===== src/design/tst_pkg.sv =====
// ----------------------------------------------------------------------------
// tst_pkg: shared types and constants for the timer slot table
// Field widths, opcodes, result kinds and default sizes.
// ----------------------------------------------------------------------------
package tst_pkg;

  localparam int MAX_SLOTS         = 16;
  localparam int DEF_SLOTS         = 16;
  localparam int DEF_TIME_BITS     = 32;

  localparam int OPCODE_W          = 2;
  localparam int INDEX_W           = 5;
  localparam int PERIOD_W          = 16;
  localparam int KIND_W            = 3;
  localparam int RES_SLOT_W        = 4;

  // slot_index, period_ticks, repeat_mode packed from bit 0, padded to bytes
  localparam int IN_TDATA_W        = 24;
  // result_slot, rearmed packed from bit 0, padded to a byte
  localparam int OUT_TDATA_W       = 8;

  typedef enum logic [OPCODE_W-1:0] {
    OP_CREATE = 2'd0,
    OP_DELETE = 2'd1,
    OP_MODIFY = 2'd2,
    OP_TICK   = 2'd3
  } opcode_t;

  typedef enum logic [KIND_W-1:0] {
    KIND_ASSIGNED = 3'd0,
    KIND_OK       = 3'd1,
    KIND_REJECT   = 3'd2,
    KIND_EXPIRED  = 3'd3,
    KIND_NONE     = 3'd4
  } kind_t;

endpackage


===== src/design/tst_addsub.sv =====
// ----------------------------------------------------------------------------
// tst_addsub: shared time adder / subtractor
// Computes a + b or a - b modulo 2^W and flags a serial "has passed" result.
// ----------------------------------------------------------------------------
module tst_addsub #(
  parameter int W = 32
) (
  input  logic [W-1:0] op_a,
  input  logic [W-1:0] op_b,
  input  logic         sub,
  output logic [W-1:0] sum,
  output logic         passed
);

  logic [W-1:0] b_x;

  assign b_x    = sub ? ~op_b : op_b;
  assign sum    = op_a + b_x + W'(sub);
  // difference nonzero and in the lower half of the circle
  assign passed = (|sum) && !sum[W-1];

endmodule


===== src/design/timer_slot_table_unit.sv =====
// ----------------------------------------------------------------------------
// timer_slot_table_unit: table of timer slots driven by a tick count
// Create, delete, modify and tick requests on one stream; results on another.
// ----------------------------------------------------------------------------
// Delete: S_EMIT. Modify: S_ARM, S_EMIT. Create: free-slot scan, S_ARM, S_EMIT.
// Tick: S_TICK_INC, S_SCAN_CMP per slot, S_SCAN_REARM per repeating expiry, S_FLUSH;
// one slot per cycle, bar re-arms and output stalls, via the single adder/subtractor.
// Throughput: one request at a time; in_tready is high only between requests.
// Reset clears the valid bits, the tick count and the output register; slot
// deadline, period and repeat contents are undefined until armed.
module timer_slot_table_unit
  import tst_pkg::*;
#(
  parameter int SLOTS     = tst_pkg::DEF_SLOTS,
  parameter int TIME_BITS = tst_pkg::DEF_TIME_BITS
) (
  input  logic                            clk,
  input  logic                            rst_n,
  input  logic                            in_tvalid,
  output logic                            in_tready,
  // [4:0] slot_index, [20:5] period_ticks, [21] repeat_mode
  input  logic [tst_pkg::IN_TDATA_W-1:0]  in_tdata,
  // [1:0] opcode
  input  logic [tst_pkg::OPCODE_W-1:0]    in_tuser,
  output logic                            out_tvalid,
  input  logic                            out_tready,
  // [3:0] result_slot, [4] rearmed
  output logic [tst_pkg::OUT_TDATA_W-1:0] out_tdata,
  // [2:0] result_kind
  output logic [tst_pkg::KIND_W-1:0]      out_tuser,
  output logic                            out_tlast
);

  localparam int SLOT_W = (SLOTS > 1) ? $clog2(SLOTS) : 1;
  localparam logic [SLOT_W-1:0]  LAST_SLOT = SLOT_W'(SLOTS - 1);
  localparam logic [INDEX_W:0]   SLOT_CNT  = (INDEX_W + 1)'(SLOTS);

  typedef enum logic [2:0] {
    S_IDLE,
    S_CRT_SCAN,
    S_ARM,
    S_EMIT,
    S_TICK_INC,
    S_SCAN_CMP,
    S_SCAN_REARM,
    S_FLUSH
  } state_t;

  state_t                  state_r;
  logic [SLOT_W-1:0]       ptr_r;
  logic [SLOTS-1:0]        valid_r;
  logic [TIME_BITS-1:0]    now_r;
  logic [PERIOD_W-1:0]     period_r;
  logic                    rep_r;
  kind_t                   kind_r;
  logic [RES_SLOT_W-1:0]   res_slot_r;
  logic                    pend_valid_r;
  logic [RES_SLOT_W-1:0]   pend_slot_r;
  logic                    pend_rearm_r;

  logic                    out_tvalid_r;
  kind_t                   out_kind_r;
  logic [RES_SLOT_W-1:0]   out_slot_r;
  logic                    out_rearm_r;
  logic                    out_last_r;

  logic [TIME_BITS-1:0]    deadline_r [SLOTS];
  logic [PERIOD_W-1:0]     slot_period_r [SLOTS];
  logic                    slot_repeat_r [SLOTS];

  logic [INDEX_W-1:0]      in_idx;
  logic [PERIOD_W-1:0]     in_period;
  logic                    in_rep;
  opcode_t                 in_op;
  logic                    in_fire;
  logic                    idx_ok;
  logic                    out_free;
  logic                    out_load;

  logic [TIME_BITS-1:0]    alu_b;
  logic                    alu_sub;
  logic [TIME_BITS-1:0]    alu_sum;
  logic                    alu_passed;
  logic                    hit;

  assign in_idx    = in_tdata[INDEX_W-1:0];
  assign in_period = in_tdata[INDEX_W +: PERIOD_W];
  assign in_rep    = in_tdata[INDEX_W + PERIOD_W];
  assign in_op     = opcode_t'(in_tuser);
  assign in_tready = (state_r == S_IDLE);
  assign in_fire   = in_tvalid && in_tready;
  assign idx_ok    = ({1'b0, in_idx} < SLOT_CNT);
  assign out_free  = !out_tvalid_r || out_tready;

  // operand A is always the tick count; B depends on the step
  always_comb begin
    alu_b   = TIME_BITS'(1);
    alu_sub = 1'b0;
    unique case (state_r)
      S_ARM:        alu_b = TIME_BITS'(period_r);
      S_SCAN_REARM: alu_b = TIME_BITS'(slot_period_r[ptr_r]);
      S_SCAN_CMP: begin
        alu_b   = deadline_r[ptr_r];
        alu_sub = 1'b1;
      end
      default:      alu_b = TIME_BITS'(1);
    endcase
  end

  tst_addsub #(
    .W (TIME_BITS)
  ) u_addsub (
    .op_a   (now_r),
    .op_b   (alu_b),
    .sub    (alu_sub),
    .sum    (alu_sum),
    .passed (alu_passed)
  );

  assign hit = valid_r[ptr_r] && alu_passed;

  // output register takes a new result in this cycle
  assign out_load = out_free &&
                    ((state_r == S_EMIT) || (state_r == S_FLUSH) ||
                     ((state_r == S_SCAN_CMP) && hit && pend_valid_r));

  always_ff @(posedge clk) begin
    if (state_r == S_ARM) begin
      deadline_r[ptr_r]    <= alu_sum;
      slot_period_r[ptr_r] <= period_r;
      slot_repeat_r[ptr_r] <= rep_r;
    end else if (state_r == S_SCAN_REARM) begin
      deadline_r[ptr_r]    <= alu_sum;
    end
  end

  always_ff @(posedge clk) begin
    if (!rst_n) begin
      state_r      <= S_IDLE;
      ptr_r        <= '0;
      valid_r      <= '0;
      now_r        <= '0;
      period_r     <= '0;
      rep_r        <= 1'b0;
      kind_r       <= KIND_OK;
      res_slot_r   <= '0;
      pend_valid_r <= 1'b0;
      pend_slot_r  <= '0;
      pend_rearm_r <= 1'b0;
      out_tvalid_r <= 1'b0;
      out_kind_r   <= KIND_OK;
      out_slot_r   <= '0;
      out_rearm_r  <= 1'b0;
      out_last_r   <= 1'b0;
    end else begin
      if (out_load) begin
        out_tvalid_r <= 1'b1;
      end else if (out_tready) begin
        out_tvalid_r <= 1'b0;
      end
      unique case (state_r)
        S_IDLE: begin
          if (in_fire) begin
            period_r   <= in_period;
            rep_r      <= in_rep;
            res_slot_r <= '0;
            unique case (in_op)
              OP_CREATE: begin
                ptr_r   <= '0;
                state_r <= S_CRT_SCAN;
              end
              OP_DELETE: begin
                if (idx_ok) begin
                  valid_r[in_idx[SLOT_W-1:0]] <= 1'b0;
                  kind_r <= KIND_OK;
                end else begin
                  kind_r <= KIND_REJECT;
                end
                state_r <= S_EMIT;
              end
              OP_MODIFY: begin
                ptr_r <= in_idx[SLOT_W-1:0];
                if (idx_ok) begin
                  kind_r  <= KIND_OK;
                  state_r <= S_ARM;
                end else begin
                  kind_r  <= KIND_REJECT;
                  state_r <= S_EMIT;
                end
              end
              OP_TICK: begin
                state_r <= S_TICK_INC;
              end
              default: state_r <= S_IDLE;
            endcase
          end
        end
        S_CRT_SCAN: begin
          if (!valid_r[ptr_r]) begin
            kind_r     <= KIND_ASSIGNED;
            res_slot_r <= RES_SLOT_W'(ptr_r);
            state_r    <= S_ARM;
          end else if (ptr_r == LAST_SLOT) begin
            kind_r  <= KIND_REJECT;
            state_r <= S_EMIT;
          end else begin
            ptr_r <= ptr_r + 1'b1;
          end
        end
        S_ARM: begin
          valid_r[ptr_r] <= 1'b1;
          state_r        <= S_EMIT;
        end
        S_EMIT: begin
          if (out_free) begin
            out_kind_r   <= kind_r;
            out_slot_r   <= res_slot_r;
            out_rearm_r  <= 1'b0;
            out_last_r   <= 1'b1;
            state_r      <= S_IDLE;
          end
        end
        S_TICK_INC: begin
          now_r        <= alu_sum;
          ptr_r        <= '0;
          pend_valid_r <= 1'b0;
          state_r      <= S_SCAN_CMP;
        end
        S_SCAN_CMP: begin
          if (!hit || !pend_valid_r || out_free) begin
            if (hit) begin
              // previous expiry is known not to be the last one
              if (pend_valid_r) begin
                out_kind_r   <= KIND_EXPIRED;
                out_slot_r   <= pend_slot_r;
                out_rearm_r  <= pend_rearm_r;
                out_last_r   <= 1'b0;
              end
              pend_valid_r <= 1'b1;
              pend_slot_r  <= RES_SLOT_W'(ptr_r);
              pend_rearm_r <= slot_repeat_r[ptr_r];
            end
            if (hit && slot_repeat_r[ptr_r]) begin
              state_r <= S_SCAN_REARM;
            end else begin
              if (hit) begin
                valid_r[ptr_r] <= 1'b0;
              end
              if (ptr_r == LAST_SLOT) begin
                state_r <= S_FLUSH;
              end else begin
                ptr_r <= ptr_r + 1'b1;
              end
            end
          end
        end
        S_SCAN_REARM: begin
          if (ptr_r == LAST_SLOT) begin
            state_r <= S_FLUSH;
          end else begin
            ptr_r   <= ptr_r + 1'b1;
            state_r <= S_SCAN_CMP;
          end
        end
        S_FLUSH: begin
          if (out_free) begin
            out_last_r   <= 1'b1;
            if (pend_valid_r) begin
              out_kind_r  <= KIND_EXPIRED;
              out_slot_r  <= pend_slot_r;
              out_rearm_r <= pend_rearm_r;
            end else begin
              out_kind_r  <= KIND_NONE;
              out_slot_r  <= '0;
              out_rearm_r <= 1'b0;
            end
            state_r <= S_IDLE;
          end
        end
        default: state_r <= S_IDLE;
      endcase
    end
  end

  assign out_tvalid = out_tvalid_r;
  assign out_tdata  = {{(OUT_TDATA_W - RES_SLOT_W - 1){1'b0}}, out_rearm_r, out_slot_r};
  assign out_tuser  = out_kind_r;
  assign out_tlast  = out_last_r;

endmodule


===== config.mk =====
export PLATFORM = sky130hd
export DESIGN_NAME = timer_slot_table_unit
export DESIGN_NICKNAME = d
export VERILOG_FILES = /design/src/design/tst_pkg.sv /design/src/design/tst_addsub.sv /design/src/design/timer_slot_table_unit.sv
export SDC_FILE = /design/constraint.sdc
export NUM_CORES = 1
export LEC_CHECK = 0
export BUFFER_PORTS_ARGS = -buffer_cell sky130_fd_sc_hd__buf_2
export CORE_MARGIN = 4
export CORE_UTILIZATION = 40
export CTS_CLUSTER_DIAMETER = 120
export DETAILED_ROUTE_END_ITERATION = 7
export REMOVE_ABC_BUFFERS = 1
export SLEW_MARGIN = 10
export SYNTH_ARGS = -nofsm -noshare
export SYNTH_HDL_FRONTEND = slang
export SYNTH_SLANG_ARGS = --single-unit

===== constraint.sdc =====
create_clock -name clk -period 10.4 [get_ports clk]
set_input_delay 2.08 -clock clk [delete_from_list [all_inputs] [get_ports clk]]
set_output_delay 2.08 -clock clk [all_outputs]
set_load 0.01 [all_outputs]

==> results.json <==
{
  "cts_sinks": 882,
  "yosys.area.top_type": "edfxtp_1",
  "ctsResizeCount": 0,
  "finClkSkew_ns": 0.0263,
  "portBuffers": 38,
  "fin_area_sq_um": 41500,
  "synth_area_sq_um": 36900,
  "synth_ff_type": "edfxtp_1",
  "hpwlAfterDp_mm": 50.3,
  "synthArstFlopShare_pct": 0,
  "antenna_found_initial": 0,
  "antenna_cells": 0,
  "cts_setup_buffers": 0,
  "rsz0062_at_grt": "no",
  "tns_ns": 0,
  "nets": 2239,
  "ys_ff_latch": 882,
  "cp.required_ns": 10.91,
  "finalCritPeriodShare_pct": 77.9,
  "place.gp.congestion": 0.879,
  "grt_pass1_wl_mm": 133,
  "cpMostUsedCell": "mux4_2",
  "worst-path-buf-inv": 1,
  "cts_root_buf": "clkbuf_16",
  "grt_use_total_pct": 18.3,
  "drive_gt1_share_pct": 23.7,
  "dr.pass1.iters": 6,
  "dpl_cell_area_sq_um": 38600,
  "hold_buffers": 0,
  "htree_levels": 3,
  "peakVddDrop_uv": 134,
  "overflow": 0,
  "avgSynthCellArea_sq_um": 17.5,
  "vias": 20085,
  "wire_per_inst_um": 26.2,
  "critical_path_class": "reg -> reg",
  "synth_area_leaders": "edfxtp_1, mux4_2, dfxtp_1",
  "drc_errors": 0,
  "die-area_sq_um": 97100,
  "yosysSeqAreaShare_pct": 69.2,
  "total_power_mw": 8.65,
  "die_y_um": 312,
  "crit_arrival_ns": 8.61,
  "setup_viol": 0,
  "dr.first_iter.drc_count": 2340,
  "cp_cell_sequence": "buf_12 > mux4_2 > mux4_2 > a21oi_1 > o21ai_0 > ha_1 > nand4_1 > or3_1 > nor3_2 > a211oi_1 > o31ai_1 > a41oi_1 > xnor2_1 > nor3_1 > nand4_2 > a31oi_2 > o221ai_2 > o211a_1",
  "core-area_sq_um": 91500,
  "fp.dieW_um": 312,
  "via_per_inst": 5.86,
  "synth_edf_count": 784,
  "min_path_type": "reg -> reg",
  "clock.fmax_mhz": 123,
  "routed_wl_mm": 89.7,
  "drv_cap": 0,
  "area.growth.synth_to_final_pct": 12.7,
  "fin_ws_ns": 2.30,
  "slowest_stage": "a31oi_2",
  "tritoncts": "yes",
  "synth_cell_types": 86,
  "grt_max_degree": 99,
  "numCtsBuffers": 89,
  "clock_latency_ns": 0.64,
  "synthCells": 2106,
  "tightest_slew_ns": 1.24,
  "slowest_delay_ns": 0.82,
  "cts.clk_slew.worst_paths_ns": 0.06,
  "grt_pass1_vias": 20393,
  "io_pins": 44,
  "antenna_left": 0,
  "cts_buffer_depth": 3,
  "synth_top_cell_area_share_pct": 63.9,
  "post-place-ws_ns": 2.28,
  "timing.hold.ws_ns": 0.473,
  "period_needed_ns": 8.10,
  "power_density_nw_per_um2": 208,
  "startpoint_type": "register",
  "finalMaxSlewViolations": 0,
  "cpLargestDelayFamily": "compound AO/OA/AOI/OAI gates",
  "p_leak_nw": 13.6,
  "yosys_warnings": 0,
  "num_rows": 111,
  "slew_headroom_pct": 16.7,
  "status": "finished clean",
  "final_hold_viol_count": 0,
  "path_max_fanout": 33,
  "end_kind": "register",
  "start_util_pct": 40.3
}
==> state kept, by name (all words and copies together) (netlist names), 16 cells and up, named ones only <==
name and flops:
deadline_r 512, now_r 32, period_r 16, slot_period_r 256, slot_repeat_r 16, valid_r 16
==> cells in the final DEF (no fill, tap or decap), types with 26 or more instances in the layout <==
cell type / n
inv_1: 27
mux2i_1: 28
mux4_2: 240
o21ai_0: 47
nor2_1: 83
and3_1: 38
a21oi_1: 57
buf_2: 37
buf_4: 54
ha_1: 39
nand2_1: 150
a21boi_0: 44
dfxtp_1: 95
edfxtp_1: 784
clkbuf_16: 92
nand3_1: 26
==> synth_stat cells (all sizes together) (39+ instances only) <==
library cell  instances
edfxtp              784
dfxtp                98
a21oi                59
o21ai                50
buf                  42
nor2                 85
clkbuf               84
a21boi               45
mux4                240
ha                   39
nand2               150
and3                 53
==> worst register-to-register path: stages, from the launching register on <==
cell,delay (ns)
dfxtp_4,0.79
buf_12,0.45
mux4_2,0.58
mux4_2,0.51
a21oi_1,0.23
o21ai_0,0.21
ha_1,0.54
nand4_1,0.27
or3_1,0.49
nor3_2,0.25
a211oi_1,0.12
o31ai_1,0.56
a41oi_1,0.23
xnor2_1,0.45
nor3_1,0.36
nand4_2,0.67
a31oi_2,0.84
o221ai_2,0.21
o211a_1,0.20
==> worst paths after layout <==
path | startpoint | end | slack, ns | depth (start not counted)
setup / recovery | register | register | 2.30 | 18
hold / removal | now_r[24] | now_r[24] | 0.47 | 2
setup reg to reg | register | register | 2.30 | 18
hold reg to reg | now_r[24] | now_r[24] | 0.47 | 2
==> stage by stage <==
step / utilization (%) / instances
floorplan: - / 1982
global placement: 42.1 / 3264
detailed placement: 42.1 / 3264
CTS: 45.3 / 3427
global route: 45.4 / 3427
finish: 45.4 / 3427
==> final cells by class <==
class                      instances  area [sq um]
inverter                          29           111
timing repair buffer              96           691
sequential                       882         25500
clock inverter                    60           576
tap                             1186          1480
fill                            7717         50000
multi-input combinational       1071         10800
clock buffer                     103          2370
==> logic make-up (layout without fill, tap and decap cells) <==
group           Yosys count  in the layout  share of synthesized area [%]
fa+ha+maj                40             40                           1.38
mux                     269            269                           15.5
buf+inv                 155            288                           1.75
other cells               1              3                         0.0102
xor+xnor                 19             19                          0.452
simple gates            439            439                           5.95
compound gates          301            301                           5.80
flops                   882            882                           69.2
==> report_power, final <==
group / internal (mW) / switching (mW) / total (mW)
Sequential: 4.04 / 0.149 / 4.19
Clock: 1.87 / 1.34 / 3.21
Combinational: 0.547 / 0.713 / 1.26
Total: 6.45 / 2.20 / 8.65
==> metal layers <==
layer  GRT usage [%]  part of all wire, %  wire (um)  vias up
li1                -                    -          -     8632
met1            25.6                   43      38400    10607
met2            30.2                   49      43700      702
met3            2.71                  6.2       5530      144
met4            5.00                  2.3       2090        0
met5               0                    0          0        -
Power figures use the tool's default switching activity.
